File: src/hdl/heightmap_text_point_parser_core_assert.svh
// assertion macros used by the height map parser core
`ifndef HEIGHTMAP_TEXT_POINT_PARSER_CORE_ASSERT_SVH
`define HEIGHTMAP_TEXT_POINT_PARSER_CORE_ASSERT_SVH

// same-cycle implication, checked on every clock outside reset
`define HMTP_ASSERT_NOW(label, clk, rst_n, ante, cons) \
    label: assert property (@(posedge clk) disable iff (!rst_n) (ante) |-> (cons)) \
        else $error("hmtp assertion failed");

// next-cycle implication, checked on every clock outside reset
`define HMTP_ASSERT_NEXT(label, clk, rst_n, ante, cons) \
    label: assert property (@(posedge clk) disable iff (!rst_n) (ante) |=> (cons)) \
        else $error("hmtp assertion failed");

`endif

File: src/hdl/hmtp_pkg.sv
// shared point type, character codes and defaults of the height map parser
`default_nettype none

package hmtp_pkg;

    // parameter defaults
    localparam int GRID_STEP_DEF   = 20;
    localparam int MAX_COLUMNS_DEF = 1024;
    localparam int MAX_ROWS_DEF    = 1024;

    // register map
    localparam logic [2:0]  ADDR_DEFAULT_COLOR  = 3'd0;
    localparam logic [31:0] DEFAULT_COLOR_RESET = 32'h00FF_FFFF;

    // character codes
    localparam logic [7:0] CH_END     = 8'h00;
    localparam logic [7:0] CH_NEWLINE = 8'h0A;
    localparam logic [7:0] CH_SPACE   = 8'h20;
    localparam logic [7:0] CH_COMMA   = 8'h2C;
    localparam logic [7:0] CH_MINUS   = 8'h2D;
    localparam logic [7:0] CH_0       = 8'h30;
    localparam logic [7:0] CH_9       = 8'h39;
    localparam logic [7:0] CH_UA      = 8'h41;
    localparam logic [7:0] CH_UF      = 8'h46;
    localparam logic [7:0] CH_LA      = 8'h61;
    localparam logic [7:0] CH_LF      = 8'h66;

    // one finished point
    typedef struct packed {
        logic [14:0]        pos_x;
        logic [14:0]        pos_y;
        logic signed [31:0] height;
        logic [31:0]        color;
        logic               last_point;
    } t_point;

endpackage

`default_nettype wire

File: src/hdl/heightmap_text_point_parser_core.sv
// Height map text parser: takes one map byte per clock while o_stall is low (space
// separates tokens, newline ends a row, byte 0 ends the map) and gives one point
// word per closed token. The byte that closes a token loads its point word into the
// output register, or into the skid entry if the output register holds a waiting point,
// at the same edge that takes it. Points pass through an output register and one skid
// entry, so bytes keep flowing while one point waits. o_stall is raised only while the
// skid entry holds a word, and drops the cycle after the downstream side takes the
// waiting point. default_color is written over the APB port at byte address 0.
`default_nettype none

module heightmap_text_point_parser_core
    import hmtp_pkg::*;
#(
    parameter int GRID_STEP   = GRID_STEP_DEF,
    parameter int MAX_COLUMNS = MAX_COLUMNS_DEF,
    parameter int MAX_ROWS    = MAX_ROWS_DEF
) (
    input  wire logic        i_clk,
    input  wire logic        i_rst_n,
    // byte input
    input  wire logic        i_valid,
    output logic             o_stall,
    input  wire logic [7:0]  i_char_in,
    // point output
    output logic             o_valid,
    input  wire logic        i_stall,
    output logic [14:0]      o_pos_x,
    output logic [14:0]      o_pos_y,
    output logic signed [31:0] o_height,
    output logic [31:0]      o_color,
    output logic             o_last_point,
    // configuration
    input  wire logic        psel,
    input  wire logic        penable,
    input  wire logic        pwrite,
    input  wire logic [2:0]  paddr,
    input  wire logic [31:0] pwdata,
    output logic [31:0]      prdata,
    output logic             pready
);

`include "heightmap_text_point_parser_core_assert.svh"

    logic [31:0] r_default_color;
    t_point      r_out, r_skid;
    logic        r_out_valid, r_skid_valid;
    logic        in_accept, out_pop, emit;
    t_point      point;

    // register port
    assign pready = 1'b1;
    assign prdata = (paddr == ADDR_DEFAULT_COLOR) ? r_default_color : 32'd0;

    always_ff @(posedge i_clk) begin
        if (!i_rst_n) begin
            r_default_color <= DEFAULT_COLOR_RESET;
        end else if (psel && penable && pwrite && pready && paddr == ADDR_DEFAULT_COLOR) begin
            r_default_color <= pwdata;
        end
    end

    // handshakes
    assign o_stall   = r_skid_valid;
    assign in_accept = i_valid && !r_skid_valid;
    assign out_pop   = r_out_valid && !i_stall;

    hmtp_parser #(
        .GRID_STEP   (GRID_STEP),
        .MAX_COLUMNS (MAX_COLUMNS),
        .MAX_ROWS    (MAX_ROWS)
    ) u_parser (
        .i_clk           (i_clk),
        .i_rst_n         (i_rst_n),
        .i_accept        (in_accept),
        .i_char          (i_char_in),
        .i_default_color (r_default_color),
        .o_emit          (emit),
        .o_point         (point)
    );

    // output register with one skid entry
    always_ff @(posedge i_clk) begin
        if (!i_rst_n) begin
            r_out_valid  <= 1'b0;
            r_skid_valid <= 1'b0;
        end else if (r_skid_valid) begin
            if (out_pop) begin
                r_out_valid  <= 1'b1;
                r_skid_valid <= 1'b0;
            end
        end else if (emit) begin
            if (!r_out_valid || out_pop) begin
                r_out_valid <= 1'b1;
            end else begin
                r_skid_valid <= 1'b1;
            end
        end else if (out_pop) begin
            r_out_valid <= 1'b0;
        end
    end

    // word payloads
    always_ff @(posedge i_clk) begin
        if (r_skid_valid) begin
            if (out_pop) begin
                r_out <= r_skid;
            end
        end else if (emit) begin
            if (!r_out_valid || out_pop) begin
                r_out <= point;
            end else begin
                r_skid <= point;
            end
        end
    end

    assign o_valid      = r_out_valid;
    assign o_pos_x      = r_out.pos_x;
    assign o_pos_y      = r_out.pos_y;
    assign o_height     = r_out.height;
    assign o_color      = r_out.color;
    assign o_last_point = r_out.last_point;

    // skid entry only fills behind a waiting word
    `HMTP_ASSERT_NOW(a_skid_behind_out, i_clk, i_rst_n, r_skid_valid, r_out_valid)
    // a taken word with the skid full moves the skid word up and frees it
    `HMTP_ASSERT_NEXT(a_skid_drain, i_clk, i_rst_n, r_skid_valid && !i_stall,
        r_out_valid && !r_skid_valid)
    // a new word behind a stalled word lands in the skid entry
    `HMTP_ASSERT_NEXT(a_skid_fill, i_clk, i_rst_n,
        emit && r_out_valid && i_stall && !r_skid_valid, r_skid_valid && r_out_valid)
    // no byte is taken while the skid entry is full
    `HMTP_ASSERT_NOW(a_no_take_when_full, i_clk, i_rst_n, r_skid_valid, !in_accept && !emit)

endmodule

`default_nettype wire

File: src/hdl/hmtp_parser.sv
// token parser: per-byte state update and point assembly
`default_nettype none

module hmtp_parser
    import hmtp_pkg::*;
#(
    parameter int GRID_STEP   = GRID_STEP_DEF,
    parameter int MAX_COLUMNS = MAX_COLUMNS_DEF,
    parameter int MAX_ROWS    = MAX_ROWS_DEF
) (
    input  wire logic        i_clk,
    input  wire logic        i_rst_n,
    input  wire logic        i_accept,
    input  wire logic [7:0]  i_char,
    input  wire logic [31:0] i_default_color,
    output logic             o_emit,
    output t_point           o_point
);

    localparam int COL_W = $clog2(MAX_COLUMNS);
    localparam int ROW_W = $clog2(MAX_ROWS);
    localparam logic [COL_W-1:0] COL_LAST = COL_W'(MAX_COLUMNS - 1);
    localparam logic [ROW_W-1:0] ROW_LAST = ROW_W'(MAX_ROWS - 1);

    // parse phase codes
    localparam logic [2:0] PH_BETWEEN = 3'd0;
    localparam logic [2:0] PH_HEIGHT  = 3'd1;
    localparam logic [2:0] PH_SKIP    = 3'd2;
    localparam logic [2:0] PH_HEX     = 3'd3;
    localparam logic [2:0] PH_JUNK    = 3'd4;

    logic [2:0]       r_phase, n_phase;
    logic [COL_W-1:0] r_col, n_col;
    logic [ROW_W-1:0] r_row, n_row;
    logic [31:0]      r_height, n_height;
    logic             r_neg, n_neg;
    logic [31:0]      r_color, n_color;
    logic             r_has_color, n_has_color;
    logic [1:0]       r_skip, n_skip;

    logic [2:0] v_phase;
    logic       v_sign_only;
    logic       v_last;
    logic [4:0] v_hex;

    // hex digit decode: valid bit over the nibble value
    function automatic logic [4:0] hex_decode(input logic [7:0] c);
        logic [4:0] r;
        r = 5'd0;
        if (c inside {[CH_0:CH_9]}) begin
            r = {1'b1, 4'(c - CH_0)};
        end else if (c inside {[CH_UA:CH_UF]}) begin
            r = {1'b1, 4'(c - CH_UA + 8'd10)};
        end else if (c inside {[CH_LA:CH_LF]}) begin
            r = {1'b1, 4'(c - CH_LA + 8'd10)};
        end
        return r;
    endfunction

    assign v_hex = hex_decode(i_char);

    // next state for one accepted byte
    always_comb begin
        n_phase     = r_phase;
        n_col       = r_col;
        n_row       = r_row;
        n_height    = r_height;
        n_neg       = r_neg;
        n_color     = r_color;
        n_has_color = r_has_color;
        n_skip      = r_skip;
        v_phase     = r_phase;
        v_sign_only = 1'b0;
        o_emit      = 1'b0;
        v_last      = 1'b0;
        if (i_accept) begin
            if (i_char == CH_END) begin
                // end of map: flush open token, go back to origin
                o_emit      = (r_phase != PH_BETWEEN);
                v_last      = 1'b1;
                n_phase     = PH_BETWEEN;
                n_col       = '0;
                n_row       = '0;
                n_height    = '0;
                n_neg       = 1'b0;
                n_color     = '0;
                n_has_color = 1'b0;
                n_skip      = '0;
            end else if (i_char == CH_SPACE || i_char == CH_NEWLINE) begin
                if (r_phase != PH_BETWEEN) begin
                    o_emit      = 1'b1;
                    n_phase     = PH_BETWEEN;
                    n_height    = '0;
                    n_neg       = 1'b0;
                    n_color     = '0;
                    n_has_color = 1'b0;
                    n_skip      = '0;
                    if (r_col < COL_LAST) begin
                        n_col = r_col + 1'b1;
                    end
                end
                if (i_char == CH_NEWLINE) begin
                    n_col = '0;
                    if (r_row < ROW_LAST) begin
                        n_row = r_row + 1'b1;
                    end
                end
            end else begin
                // token byte; a leading minus only sets the sign
                if (r_phase == PH_BETWEEN) begin
                    v_phase = PH_HEIGHT;
                    n_phase = PH_HEIGHT;
                    if (i_char == CH_MINUS) begin
                        n_neg       = 1'b1;
                        v_sign_only = 1'b1;
                    end
                end
                if (!v_sign_only) begin
                    case (v_phase)
                        PH_HEIGHT: begin
                            if (i_char inside {[CH_0:CH_9]}) begin
                                n_height = (r_height << 3) + (r_height << 1)
                                         + 32'(i_char - CH_0);
                            end else if (i_char == CH_COMMA) begin
                                n_has_color = 1'b1;
                                n_color     = '0;
                                n_skip      = 2'd2;
                                n_phase     = PH_SKIP;
                            end else begin
                                n_phase = PH_JUNK;
                            end
                        end
                        PH_SKIP: begin
                            n_skip = (r_skip != 2'd0) ? r_skip - 2'd1 : 2'd0;
                            if (n_skip == 2'd0) begin
                                n_phase = PH_HEX;
                            end
                        end
                        PH_HEX: begin
                            if (v_hex[4]) begin
                                n_color = {r_color[27:0], v_hex[3:0]};
                            end else begin
                                n_phase = PH_JUNK;
                            end
                        end
                        default: begin
                        end
                    endcase
                end
            end
        end
    end

    // point built from the state before this byte
    always_comb begin
        o_point.pos_x      = 15'(r_col) * 15'(GRID_STEP);
        o_point.pos_y      = 15'(r_row) * 15'(GRID_STEP);
        o_point.height     = r_neg ? (32'sd0 - $signed(r_height)) : $signed(r_height);
        o_point.color      = r_has_color ? r_color : i_default_color;
        o_point.last_point = v_last;
    end

    // parser state
    always_ff @(posedge i_clk) begin
        if (!i_rst_n) begin
            r_phase     <= PH_BETWEEN;
            r_col       <= '0;
            r_row       <= '0;
            r_height    <= '0;
            r_neg       <= 1'b0;
            r_color     <= '0;
            r_has_color <= 1'b0;
            r_skip      <= '0;
        end else begin
            r_phase     <= n_phase;
            r_col       <= n_col;
            r_row       <= n_row;
            r_height    <= n_height;
            r_neg       <= n_neg;
            r_color     <= n_color;
            r_has_color <= n_has_color;
            r_skip      <= n_skip;
        end
    end

endmodule

`default_nettype wire
File: config.mk
export PLATFORM = sky130hd
export DESIGN_NAME = heightmap_text_point_parser_core
export DESIGN_NICKNAME = d
export VERILOG_FILES = /design/src/hdl/hmtp_pkg.sv /design/src/hdl/heightmap_text_point_parser_core.sv /design/src/hdl/hmtp_parser.sv
export VERILOG_INCLUDE_DIRS = /design/src /design/src/hdl
export SDC_FILE = /design/constraint.sdc
export NUM_CORES = 1
export LEC_CHECK = 0
export BUFFER_PORTS_ARGS = -buffer_cell sky130_fd_sc_hd__buf_4
export CAP_MARGIN = 10
export CORE_UTILIZATION = 29
export CTS_CLUSTER_SIZE = 24
export DETAILED_ROUTE_END_ITERATION = 10
export PLACE_DENSITY = 0.54
export SLEW_MARGIN = 20
export SYNTH_ARGS = -nofsm -noshare
export SYNTH_HDL_FRONTEND = slang
export SYNTH_SLANG_ARGS = --single-unit
export TNS_END_PERCENT = 30
File: constraint.sdc
create_clock -name i_clk -period 18.6 [get_ports i_clk]
set_input_delay 2.79 -clock i_clk [delete_from_list [all_inputs] [get_ports i_clk]]
set_output_delay 2.79 -clock i_clk [all_outputs]
set_load 0.02 [all_outputs]
==> Yosys cells after proc, flatten, opt, wreduce, memory -nomap -nowiden <==
Cells that the tools add are included.
{ "word_totals": {"word_cells": 189, "output_inout_bits": 130, "regBits": 311} }
{ "op_classes": {"eq_ne": 15, "n_bitwise": 2, "reduce_logical": 45, "n_addsub": 12, "mux": 84, "magnitude_cmp": 8, "n_mul": 2} }
{ "ops": {"columns": ["op", "n"], "rows": [
  ["$mux W32", 15],
  ["$mux W95", 4],
  ["$mux W10", 9],
  ["$add A32 B32 Y32", 2],
  ["$pmux W32 S2", 1],
  ["$mux W3", 12],
  ["$sub A1 B32 Y32 const A", 1],
  ["$mux W1", 31],
  ["$mul A10 B3 Y13 const B", 2],
  ["$eq A8 B6 Y1 const B", 3],
  ["$reduce_bool A3 Y1", 8],
  ["$add A10 B1 Y10 const B", 2],
  ["$lt A10 B10 Y1 const B", 2],
  ["$ge A8 B7 Y1 const B", 2],
  ["$le A8 B7 Y1 const B", 2],
  ["$mux W5", 3],
  ["$mux W2", 7],
  ["$reduce_bool A2 Y1", 7],
  ["$reduce_and A4 Y1", 3],
  ["$reduce_and A6 Y1", 2],
  ["$sub A4 B1 Y4 const B", 3],
  ["$pmux W3 S3", 1],
  ["$reduce_and A3 Y1", 3],
  ["$sub A8 B6 Y9 const B", 1],
  ["other kinds (25)", 42]
]} }

==> Longest topological paths before layout <==
Gate-level depths: netlist (run 1).
{ "depth": {"ltp_word": 10, "ltp_mapped": 15} }

==> By module <==
From an unflattened synthesis (run 1), not the netlist that was laid out.
{ "unflattened": {"hier_cells": 1434, "area_unflattened_um2": 16335.7} }
{ "by_module_without_submodules": {"columns": ["mod", "seq_area_each_um2", "cells_each", "instances", "area_each_um2"], "rows": [
  ["heightmap_text_point_parser_core", 6386.1, 493, 1, 8451.9],
  ["hmtp_parser", 1821.7, 941, 1, 7883.8]
]} }

==> Least setup slack after synthesis (run 1) <==
Ideal clock, no wire load.
{ "synth_timing": {"path_type": "input-to-reg", "startpoint": "input i_char_in[4]", "endpoint": "register r_out (netlist bit o_color[0]) (enable)", "path_buffers": 1, "path_slack_ns": 9.438, "stages": 9, "t_arrival_ns": 8.591, "t_required_ns": 18.030, "cell_sequence": "inv_1 -> ha_1 -> nor2b_1 -> nand4_1 -> o21a_1 -> clkbuf_1 -> nor3_1 -> a21oi_1 -> a21oi_1"} }
{ "synth_between": {"elab_chain_cells": 7, "word_cells_on_any_way": 9, "cone_classes": "eq/ne (2); mux (3); reduce/logical (4)"} }
{ "synth_rtl": {"columns": ["item", "line_no", "source"], "rows": [
  ["start, declared", "heightmap_text_point_parser_core.sv:23", "input wire logic [7:0] i_char_in,"],
  ["$eq A8 B6 Y1 or $eq A8 B4 Y1 (tied branches)", "hmtp_parser.sv:89", "end else if (i_char == CH_SPACE || i_char == CH_NEWLINE) begin"],
  ["$logic_or A1 B1 Y1", "hmtp_parser.sv:89", null],
  ["$mux W1", "hmtp_parser.sv:89", null],
  ["$mux W1 (*)", "hmtp_parser.sv:77", "if (i_char == CH_END) begin"],
  ["$mux W1 (*)", "hmtp_parser.sv:76", "if (i_accept) begin"],
  ["$reduce_bool A2 Y1 (no source line) (*)", null, null],
  ["$reduce_and A3 Y1 (no source line) (*)", null, null],
  ["end signal, assigned", "heightmap_text_point_parser_core.sv:106", "r_out <= r_skid;"],
  ["end signal, assigned", "heightmap_text_point_parser_core.sv:110", "r_out <= point;"],
  ["end, declared", "heightmap_text_point_parser_core.sv:45", "t_point r_out, r_skid;"]
]} }
Mark *: on every way between the ends. The rest lies on a longest branch, timed or not.
A chain may end at the register's enable or synchronous reset.

==> Worst setup path after layout (run 1) <==
{ "layout_timing": {"startpoint": "input paddr[1]", "endpoint": "output prdata[23]"} }
{ "layout_between": {"elab_chain_cells": 2} }
{ "layout_rtl": {"columns": ["item", "line_no", "source"], "rows": [
  ["start, declared", "heightmap_text_point_parser_core.sv:36", "input wire logic [2:0] paddr,"],
  ["$logic_not A3 Y1", "heightmap_text_point_parser_core.sv:52", "assign prdata = (paddr == ADDR_DEFAULT_COLOR) ? r_default_color : 32'd0;"],
  ["$mux W32", "heightmap_text_point_parser_core.sv:52", null],
  ["end, declared", "heightmap_text_point_parser_core.sv:38", "output logic [31:0] prdata,"]
]} }
Every way passes these cells.

==> results.tsv, run 1 <==
stage	metric	value	unit
logic_synthesis	yosys.area.top_type	edfxtp_1	
die	initial_core_util	0.2952	
route	drtIter0Drc	536	
sta	hold_ws	480.6	ps
die	core_area	52870	um^2
cells_and_area	syn2layout_area_growth	20.88	%
logic_synthesis	synth_simple_gate_area_share	0.1147	
placement	hpwl	25.00	mm
pwr	power.total	1.514	mW
flow_run	maxCapViolCount	0	
pwr	p_leak	7.536	nW
die	fp.dieW	234.0	um
global_routing	antenna_found_initial	1	
route	wl_per_cell	16.48	um
cells_and_area	final_cells	2217	
sta	fin_crit_sh	0.3485	
logic_synthesis	yosysWarnings	0	
worst_setup_path	critPathMaxFanout	34	
route	drc	14	
logic_synthesis	synth-seq-cells	307	
placement	portBuffers	174	
placement	post-place-ws	11670	ps
global_routing	grt_pass1_wl	57.46	mm
die	die_area	54750	um^2
min_path	hold_class	register to register	
worst_setup_path	worstPathRequired	15810	ps
logic_synthesis	synth_top_area_frac	0.3502	
sta	period_needed	6482	ps
route	routed_wl	36.54	mm
worst_setup_path	criticalPathCategory	input port to output pin	
route	vias	10610	
route	drt-pass1-iter-count	9	
cells_and_area	fillers	5184	
pwr	p_per_area	80.27	nW/um^2
route	ant_nets	0	
sta	slew_headroom	0.3194	
route	vias_per_cell	4.786	
placement	placed_cell_area	17650	um^2
cells_and_area	final_core_util	0.3569	
cts	clockRootBuffer	clkbuf_16	
worst_setup_path	arrival	3690	ps
worst_setup_path	path_cells	buf_4 > nor3_2 > buf_4 > and2_1 > buf_4	
cts	cts_hold_buffers	0	
global_routing	grt_max_degree	69	
logic_synthesis	synth_common_cells	edfxtp_1, nand2_1, dfxtp_1	
placement	dp_cells	2152	
cts	clock_path_buffers	3	
cells_and_area	antenna_cells	0	
worst_setup_path	r2r_slack	14550	ps
cts	cts_resized	0	
worst_setup_path	crit_path_top_delay_cell	buf_4	
cts	path_clk_slew	60	ps
sta	final-setup-viol-count	0	
sta	clock_skew	18.17	ps
cts	numCtsBuffers	36	
cts	cts_tree	yes	
worst_setup_path	worstPathBufferInverterCount	3	
logic_synthesis	syn_inst	1338	
worst_setup_path	critPathMostFrequentCell	buf_4	
outcome	violations	design-rule violations	
sta	slew_violations	0	
global_routing	grt_util_all_layers	0.1318	
logic_synthesis	synth_xor_area_frac	0.04938	
sta	fin_ws	12120	ps
logic_synthesis	synth_area_per_cell	11.66	um^2
worst_setup_path	cp_slowest_stage_delay	300	ps
global_routing	grt_pass1_vias	10506	
logic_synthesis	yosys-top-cells-area	edfxtp_1, dfxtp_1, mux2_2, ha_1, fa_1	
logic_synthesis	synth-async-reset-ratio	0	
logic_synthesis	ys.flop_type	edfxtp_1	
sta	fmax	154.3	MHz
logic_synthesis	synth.distinct_cells	63	
logic_synthesis	synth_mux_area_frac	0.08987	
cells_and_area	nets	1657	
sta	worst_pin_slew	1019	ps
die	die_h	234.0	um
logic_synthesis	seq_area_frac_synth	0.5105	
sta	rsz0062_at_grt	false	
cts	clock_latency	530	ps
die	num_rows	84	
sta	hold_violations	0	
pwr	vdd_drop_max	0.00004785	V
cts	numClockSinks	307	
placement	gp_congestion	0.8384	
global_routing	grt-ovfl-total	0	
logic_synthesis	yosys.area_share.adder	0.09909	
logic_synthesis	synth-edff-count	182	
die	io_pins	180	
logic_synthesis	synth_area	15610	um^2
cells_and_area	design_area	18870	um^2
cts	postCtsSetupBuffers	0	
sta	fin_setup_tns	0	ps
worst_setup_path	cp-start-kind	input port	
cts	htree_levels	2	
logic_synthesis	synth_compound_area_frac	0.1093	
worst_setup_path	cp_top_family	buffers and inverters	
cells_and_area	layout-drive-gt1-share	0.2557	
logic_synthesis	synth_top_family_by_area	simple AND/OR/NAND/NOR gates	
outcome	status	finished with violations	
logic_synthesis	synth.most_common_cell	edfxtp_1	
worst_setup_path	setup.worst_path.end_class	output pin	
-- cells in the final DEF (no fill, tap or decap), types with 5 or more instances in the layout --
| master | Yosys | routed |
|---|---|---|
| buf_4 | 5 | 186 |
| edfxtp_1 | 182 | 182 |
| nand2_1 | 133 | 133 |
| dfxtp_1 | 125 | 123 |
| mux2_2 | 120 | 120 |
| ha_1 | 74 | 74 |
| xnor2_1 | 64 | 64 |
| o21ai_0 | 52 | 52 |
| a21oi_1 | 52 | 51 |
| nor2_1 | 47 | 47 |
| nand3_1 | 41 | 41 |
| inv_1 | 40 | 40 |
| and2_1 | 39 | 39 |
| clkbuf_16 | 0 | 37 |
| a22o_1 | 31 | 31 |
| fa_1 | 31 | 31 |
| xor2_1 | 24 | 24 |
| nor2b_1 | 22 | 22 |
| o21bai_1 | 15 | 15 |
| a21o_1 | 14 | 14 |
| a21boi_0 | 11 | 11 |
| o21a_1 | 10 | 10 |
| nor3_1 | 13 | 10 |
| nand4_1 | 10 | 10 |
| a22oi_1 | 10 | 10 |
| or3_1 | 9 | 9 |
| o31ai_1 | 8 | 8 |
| nand2b_1 | 8 | 8 |
| clkinv_2 | 0 | 7 |
| o211ai_1 | 6 | 6 |
| a31oi_1 | 6 | 6 |
| o41ai_1 | 5 | 5 |
| nor3b_1 | 5 | 5 |
| conb_1 | 2 | 5 |
| clkinv_1 | 0 | 5 |
| bufinv_16 | 0 | 5 |
-- layer usage --
| layer | vias to the layer above | wire length (um) | GRT usage |
|---|---|---|---|
| li1 | 5190 | - | - |
| met1 | 5190 | 16320 | 0.1658 |
| met2 | 180 | 17830 | 0.2286 |
| met3 | 48 | 1704 | 0.02505 |
| met4 | 2 | 672 | 0.03653 |
| met5 | - | 13 | 0 |
-- registers in the layout, summed over array words and instances (netlist names) --
signal and cells:
u_parser.r_row 10, o_last_point 1, u_parser.r_neg 1, o_valid 1
r_skid 91, o_color 32, o_pos_x 13, u_parser.r_skip 2
r_default_color 32, u_parser.r_height 32, u_parser.r_phase 3, o_pos_y 13
u_parser.r_col 10, o_height 32, u_parser.r_color 32, u_parser.r_has_color 1
o_stall 1
-- final timing paths --
check | startpoint | endpoint | depth (start not counted)
hold reg to reg | u_parser.r_color[31] | u_parser.r_color[31] | 1
setup / recovery | paddr[1] | prdata[23] | 5
hold / removal | u_parser.r_color[31] | u_parser.r_color[31] | 1
setup reg to reg | u_parser.r_height[2] | u_parser.r_height[29] | 13
-- where the power goes --
part,internal [mW],switching (mW)
Clock,0.438,0.289
Combinational,0.0291,0.0410
Sequential,0.715,0.00253
Total,1.18,0.332
-- worst reg2reg max path: cells and delay by family, from the launching register on --
| kind | cells | cell delay [ps] |
|---|---|---|
| adders and majority gates | 2 | 890 |
| and+or+nand+nor | 1 | 180 |
| DFF | 1 | 500 |
| xor gates and xnor gates | 1 | 150 |
| AOI/OAI and AO/OA | 7 | 2030 |
| buffers and inverters | 2 | 210 |
-- area by class of cell --
cell class / count / area, um^2 / share of cell area
Clock buffer: 41 / 950.9 / 0.05040
Clock inverter: 24 / 260.3 / 0.01379
Inverter: 40 / 150.1 / 0.007959
Multi-Input combinational cell: 931 / 7274 / 0.3856
Sequential cell: 307 / 7973 / 0.4226
Tap cell: 688 / 860.8 / 0.04563
Timing Repair Buffer: 186 / 1396 / 0.07402
-- logic make-up (layout without fill, tap and decap cells) --
family	after synthesis	after routing
muxes	125	125
and+or+nand+nor	358	358
xor gates and xnor gates	88	88
other	2	5
buffers and inverters	103	291
adders and majority gates	105	105
AOI/OAI and AO/OA	250	250
DFF	307	307
Note: power is estimated with default switching activity, not from simulation.
==> inputs of run 2 (changes only) <==
==> constraint.sdc (replaced) <==
create_clock -name i_clk -period 6.55 [get_ports i_clk]
set_input_delay 0.9825 -clock i_clk [delete_from_list [all_inputs] [get_ports i_clk]]
set_output_delay 0.9825 -clock i_clk [all_outputs]
set_load 0.02 [all_outputs]
==> run 2 against run 1 <==
Net effect:
- register-to-register slack worse by 12000 ps
- combinational power rose to 2.8 times the previous value
- die area unchanged
- non-clock buffer count up 1
- utilization up 0.071 points
- largest power group is now sequential cells
- via count up 0.38%
- critical path type is now input port to register
- highest routed layer unchanged
- worst hold slack worse by 6.5 ps
- the flow now finishes without violations
- critical endpoint is now u_parser.r_height[29]
==> results.tsv, run 2 (synthesis results as in run 1) <==
stage	metric	value	unit	change
outcome	status	complete, no violations		was finished with violations
route	routed_wl	36.91	mm	was 36.54 mm
route	ant_nets	0		unchanged
worst_setup_path	crit_end	u_parser.r_height[29]		was prdata[23]
pwr	internal_power	3.300	mW	was 1.182 mW
global_routing	use_met1	0.1619		was 0.1658
pwr	power.total	4.269	mW	was 1.514 mW
cts	path_clk_slew	60	ps	about the same
global_routing	grt.busiest_layer	met2		unchanged
sta	fin_setup_tns	0	ps	unchanged
worst_setup_path	critPathMaxFanout	21		was 34
cells_and_area	design_area	18900	um^2	was 18870 um^2
cts	htree_levels	2		unchanged
sta	fmax	221.0	MHz	
die	num_rows	84		unchanged
cells_and_area	layout-drive-gt1-share	0.2570		was 0.2557
cells_and_area	fillers	5233		was 5184
die	initial_core_util	0.2952		unchanged
placement	placed_cell_area	17650	um^2	about the same
sta	rsz0062_at_grt	false		unchanged
worst_setup_path	setup.worst_path.end_class	register		was output pin
global_routing	grt_pass1_vias	10839		was 10506
route	vias	10650		was 10610
route	drt-pass1-iter-count	9		unchanged
pwr	p_per_area	225.8	nW/um^2	was 80.27 nW/um^2
cts	clock_path_buffers	3		unchanged
global_routing	antenna_found_initial	1		unchanged
cts	numClockSinks	307		unchanged
cells_and_area	largest_reg_flops	91		unchanged
worst_setup_path	cp-startpoint	i_char_in[4]		was paddr[1]
pwr	p_clk_frac	0.477		was 0.480
global_routing	grtUsageMet2	0.2370		was 0.2286
die	die_h	234.0	um	unchanged
cts	clock_latency	550	ps	was 530 ps
pwr	switching_power	0.9687	mW	was 0.3321 mW
global_routing	grt-ovfl-total	0		unchanged
worst_setup_path	worstPathRequired	6960	ps	was 15810 ps
cells_and_area	nets	1659		was 1657
cts	numCtsBuffers	37		was 36
cts	postCtsSetupBuffers	0		unchanged
cts	cts_resized	0		unchanged
cells_and_area	top_register	r_skid		unchanged
placement	hpwl	25.12	mm	was 25.00 mm
sta	clock_skew	24.88	ps	was 18.17 ps
cts	cts_tree	yes		unchanged
placement	gp_congestion	0.8748		was 0.8384
worst_setup_path	reg2reg_depth	13		unchanged
route	vias_per_cell	4.795		was 4.786
cells_and_area	syn2layout_area_growth	21.12	%	was 20.88%
cells_and_area	layout_common_cells	buf_4, edfxtp_1, nand2_1, dfxtp_1, mux2_2		unchanged
worst_setup_path	path_cells	buf_4 > ha_1 > nor3_2 > buf_4 > fa_1 > ha_1 > o21ai_0 > nor2_1 > o41ai_1 > a2111oi_0 > nor2_1 > o21bai_1 > a221oi_1 > xor2_1 > o21ai_0		was buf_4 > nor3_2 > buf_4 > and2_1 > buf_4
global_routing	grtUsageMet3	0.02785		was 0.02505
route	drc	0		was 14
worst_setup_path	criticalPathCategory	input port to register		was input port to output pin
worst_setup_path	arrival	4940	ps	was 3690 ps
sta	hold_violations	0		unchanged
worst_setup_path	cp_slowest_stage_delay	500	ps	was 300 ps
worst_setup_path	cp-start-kind	input port		unchanged
worst_setup_path	r2r_start	u_parser.r_height[2]		unchanged
pwr	power_frac_seq	0.477		was 0.474
pwr	vdd_drop_max	0.0001536	V	was 0.00004785 V
die	core_area	52870	um^2	unchanged
worst_setup_path	worstReg2RegEnd	u_parser.r_height[24]		was u_parser.r_height[29]
sta	period_needed	4524	ps	
sta	slew_headroom	0.2923		was 0.3194
worst_setup_path	r2r_slack	2390	ps	was 14550 ps
sta	slew_violations	0		unchanged
worst_setup_path	crit_path_top_delay_cell	fa_1		was buf_4
cts	clockRootBuffer	clkbuf_16		unchanged
cells_and_area	final_common_cell	buf_4		unchanged
global_routing	grt_pass1_wl	58.18	mm	was 57.46 mm
pwr	p_leak	7.551	nW	was 7.536 nW
cells_and_area	antenna_cells	0		unchanged
die	fp.dieW	234.0	um	unchanged
placement	portBuffers	174		unchanged
die	die_area	54750	um^2	unchanged
min_path	hold_class	register to register		unchanged
cts	cts_hold_buffers	0		unchanged
sta	worst_pin_slew	1053	ps	was 1019 ps
route	wl_per_cell	16.62	um	was 16.48 um
flow_run	maxCapViolCount	0		unchanged
global_routing	grt_max_degree	71		was 69
sta	final-setup-viol-count	0		unchanged
pwr	p_sw_frac	0.2269		was 0.2193
sta	fin_crit_sh	0.6907		
die	io_pins	180		unchanged
pwr	combinationalPowerShare	0.046		about the same
global_routing	grt_util_all_layers	0.1344		was 0.1318
route	drtIter0Drc	445		was 536
-- run 2: changes by cell type in the layout (fill, tap and decap cells not counted), sizes merged --
cell,delta
clkbuf,+7
bufinv,-2
buf,+1
clkinv,-1
clkinvlp,-1
-- run 2: how the worst min path moves through the flow --
stage	start	endpoint	slack, ps	cells past startpoint
3_3_place_gp	u_parser.r_color[31]	u_parser.r_color[31]	460	1
5_1_grt	u_parser.r_color[29]	u_parser.r_color[29]	500	1
3_5_place_dp	u_parser.r_color[30]	u_parser.r_color[30]	460	1
6_report	u_parser.r_skip[0]	u_parser.r_skip[0]	470	2
4_1_cts	u_parser.r_skip[0]	u_parser.r_skip[0]	480	2
2_1_floorplan	u_parser.r_skip[0]	u_parser.r_skip[0]	440	2
-- run 2: area by class of cell --
type                            count  area (um^2)  share of cell area
Tap cell                          688        860.8             0.04554
Clock buffer                       48        977.2             0.05169
Inverter                           40        150.1            0.007943
Sequential cell                   307         7973              0.4218
Multi-Input combinational cell    931         7267              0.3844
Clock inverter                     20        219.0             0.01158
Timing Repair Buffer              187         1456             0.07705
-- run 2: power groups by stage --
stage                     sequential, mW  clock [mW]  combinational, mW
final                               2.04        2.03              0.198
after global routing                2.04        2.18              0.221
after CTS                           2.04        2.10              0.201
after detailed placement            2.08           0              0.200
after global placement              2.08           0              0.198
after floorplan                     2.08           0              0.130
-- run 2: critical path: cells and delay by family --
family,cells,cell delay [ps]
adder cells (fa/ha/maj),3,1150
buffers and inverters,2,580
XOR/XNOR,1,160
AO/OA/AOI/OAI,6,1380
AND/OR/NAND/NOR,3,680
-- run 2: per-stage QoR --
stage / utilization / hold WS [ps] / std cells / setup WS, ps
after floorplan: - / 440.8 / 1341 / 292.4
after global placement: 0.3339 / 455.7 / 2151 / 1484
after detailed placement: 0.3339 / 462.3 / 2151 / 1452
after CTS: 0.3565 / 480.7 / 2219 / 2006
after global routing: 0.3576 / 502.9 / 2221 / 1660
final: 0.3576 / 474.1 / 2221 / 2026
-- run 2: layer usage --
metal	wire length, um	up-vias
li1	-	5195
met1	16230	5221
met2	18430	173
met3	1405	59
met4	838	2
met5	13	-
==> inputs of run 3 (changes only) <==
--- a/config.mk
+++ b/config.mk
@@ -11,7 +11,7 @@
 export CORE_UTILIZATION = 29
 export CTS_CLUSTER_SIZE = 24
 export DETAILED_ROUTE_END_ITERATION = 10
-export PLACE_DENSITY = 0.54
+export PLACE_DENSITY = 0.56
 export SLEW_MARGIN = 20
 export SYNTH_ARGS = -nofsm -noshare
 export SYNTH_HDL_FRONTEND = slang
==> constraint.sdc (replaced) <==
create_clock -name i_clk -period 3.75 [get_ports i_clk]
set_input_delay 0.5625 -clock i_clk [delete_from_list [all_inputs] [get_ports i_clk]]
set_output_delay 0.5625 -clock i_clk [all_outputs]
set_load 0.02 [all_outputs]
==> run 3 against run 2 <==
Net effect:
- the run now ends with design-rule violations left
- wire length rose by 1.0%
- die area is the same
- critical path depth is the same
- first-iteration DRC count increased by 17%
- utilization up 1.2 points
- clock power up 76%
- non-clock buffer count up 69
- clock skew down 7.7 ps
- sequential power rose by 75%
- cell area is 3.3% higher
- register-to-register slack worse by 2200 ps
- sequential share of layout area decreased by 1.3 points
- critical path type unchanged
- critical endpoint unchanged
- largest cell class unchanged
==> results.tsv, run 3 (synthesis results as in run 1) <==
stage	metric	value	unit	change
cts	numClockSinks	307		unchanged
cts	path_clk_slew	60	ps	about the same
pwr	p_per_area	385.8	nW/um^2	was 225.8 nW/um^2
die	die_h	234.0	um	unchanged
worst_setup_path	r2r_start	u_parser.r_height[3]		was u_parser.r_height[2]
worst_setup_path	cp_num_cells	15		unchanged
cells_and_area	largest_reg_flops	91		unchanged
die	core_area	52870	um^2	unchanged
global_routing	grt-ovfl-total	0		unchanged
worst_setup_path	criticalPathCategory	input port to register		unchanged
worst_setup_path	reg2reg_depth	14		was 13
sta	clock_skew	17.16	ps	was 24.88 ps
sta	fin_crit_sh	0.9651		
route	vias_per_cell	4.735		was 4.795
cells_and_area	antenna_cells	0		unchanged
outcome	status	finished with violations		was complete, no violations
route	ant_nets	0		unchanged
cells_and_area	layout-drive-gt1-share	0.2911		was 0.2570
worst_setup_path	worstReg2RegEnd	u_parser.r_height[30]		was u_parser.r_height[24]
cells_and_area	final_common_cell	buf_4		unchanged
sta	slew_headroom	0.3200		was 0.2923
sta	final-setup-viol-count	0		unchanged
route	wl_per_cell	16.29	um	was 16.62 um
min_path	holdCritStartpoint	pwdata[9]		was u_parser.r_skip[0]
worst_setup_path	arrival	4050	ps	was 4940 ps
pwr	vdd_drop_max	0.0002357	V	was 0.0001536 V
die	num_rows	84		unchanged
placement	gp_congestion	0.8599		was 0.8748
worst_setup_path	cp_top_family	compound AO/OA/AOI/OAI gates		unchanged
worst_setup_path	r2r_slack	200	ps	was 2390 ps
cts	numCtsBuffers	37		unchanged
die	die_area	54750	um^2	unchanged
min_path	min_to	r_default_color[9]		was u_parser.r_skip[0]
route	drt-pass1-iter-count	11		was 9
global_routing	grt_max_degree	63		was 71
sta	hold_violations	0		unchanged
sta	slew_violations	0		unchanged
sta	fmax	276.3	MHz	
cells_and_area	nets	1728		was 1659
cells_and_area	top_register	r_skid		unchanged
worst_setup_path	critPathMaxFanout	5		was 21
cells_and_area	layout_common_cells	buf_4, edfxtp_1, nand2_1, dfxtp_1, mux2_2		unchanged
global_routing	grt_pass1_vias	11080		was 10839
worst_setup_path	cp-start-kind	input port		unchanged
worst_setup_path	worstPathBufferInverterCount	2		unchanged
cts	htree_levels	2		unchanged
route	vias	10838		was 10650
global_routing	antenna_found_initial	2		was 1
worst_setup_path	crit_path_top_delay_cell	o41ai_1		was fa_1
worst_setup_path	cp_slowest_stage_delay	550	ps	was 500 ps
route	routed_wl	37.29	mm	was 36.91 mm
pwr	p_leak	7.932	nW	was 7.551 nW
global_routing	grt_pass1_wl	59.33	mm	was 58.18 mm
min_path	hold_depth	3		was 2
cells_and_area	final_core_util	0.3694		was 0.3576
die	io_pins	180		unchanged
placement	placed_cell_area	18300	um^2	was 17650 um^2
cells_and_area	syn2layout_area_growth	25.12	%	was 21.12%
outcome	violations	design-rule violations		
worst_setup_path	path_cells	buf_4 > ha_1 > nor3_4 > buf_12 > fa_1 > ha_1 > a211oi_1 > nor2_1 > o41ai_1 > a2111oi_2 > nor2_1 > o21bai_1 > a221oi_1 > xor2_1 > o21ai_0		was buf_4 > ha_1 > nor3_2 > buf_4 > fa_1 > ha_1 > o21ai_0 > nor2_1 > o41ai_1 > a2111oi_0 > nor2_1 > o21bai_1 > a221oi_1 > xor2_1 > o21ai_0
die	fp.dieW	234.0	um	unchanged
cells_and_area	design_area	19530	um^2	was 18900 um^2
cts	cts_tree	yes		unchanged
flow_run	maxCapViolCount	0		unchanged
placement	hpwl	26.10	mm	was 25.12 mm
cts	clockRootBuffer	clkbuf_16		unchanged
cts	cts_hold_buffers	0		unchanged
placement	portBuffers	174		unchanged
worst_setup_path	worstPathRequired	4180	ps	was 6960 ps
cts	clock_path_buffers	3		unchanged
sta	worst_pin_slew	1019	ps	was 1053 ps
cts	clock_latency	540	ps	was 550 ps
route	drtIter0Drc	521		was 445
min_path	hold_class	input port to register		was register to register
global_routing	grt_util_all_layers	0.1367		was 0.1344
route	drc	2		was 0
worst_setup_path	setup.worst_path.end_class	register		unchanged
die	initial_core_util	0.2952		unchanged
sta	period_needed	3619	ps	
run 3: cell count changes in the layout (fill, tap and decap cells not counted), sizes merged:
cell	previous run	this run
buf	187	256
clkinv	12	13
clkinvlp	3	1
clkbuf	48	49
inv	42	41
run 3: how the worst max path moves through the flow:
stage,start,end,slack [ps]
3_5_place_dp,i_char_in[4],u_parser.r_height[31],-440
3_3_place_gp,i_char_in[4],u_parser.r_height[31],-440
4_1_cts,u_parser.r_height[2],u_parser.r_height[30],20
6_report,i_char_in[4],u_parser.r_height[29],130
2_1_floorplan,i_char_in[4],u_parser.r_height[30],-550
5_1_grt,i_char_in[4],u_parser.r_height[29],-6
run 3: repair_timing:
item | in CTS | in global routing
gates cloned | 0 | 0
setup buffers | 0 | 0
resized for setup | 1 | 5
endpoints found under the setup margin | 2 | 11
run 3: metal layers:
layer,track usage,vias up,share of wire
met5,0,-,0.00035
met4,0.04018,2,0.022
met3,0.02590,54,0.037
met2,0.2412,175,0.50
met1,0.1679,5273,0.44
li1,-,5334,-
run 3: tightest hold or removal path: stages:
cell and delay [ps]:
buf_4 70, nand2_1 40, nand3_1 60
run 3: power breakdown:
group / internal (mW) / switching (mW)
Sequential: 3.55 / 0.0119
Clock: 2.16 / 1.42
Combinational: 0.182 / 0.214
run 3: area by class of cell:
cell class	instances	area [um^2]
Sequential cell	307	7975
Clock buffer	49	1033
Multi-Input combinational cell	931	7289
Timing Repair Buffer	256	2034
Clock inverter	18	183.9
Inverter	40	150.1
Tap cell	688	860.8
Fill cell	5175	33340
run 3: stage by stage:
step / setup TNS [ps] / std cells / worst slack, ps / hold WS [ps] / total power, mW
2_1_floorplan: -9714 / 1341 / -554.9 / 440.8 / 3.856
3_3_place_gp: -3072 / 2222 / -438.2 / 455.8 / 4.024
3_5_place_dp: -3639 / 2222 / -443.2 / 465.6 / 4.028
4_1_cts: 0 / 2289 / 17.96 / 188.5 / 7.659
5_1_grt: -5.895 / 2289 / -5.895 / 215.4 / 7.833
6_report: 0 / 2289 / 130.8 / 224.3 / 7.534
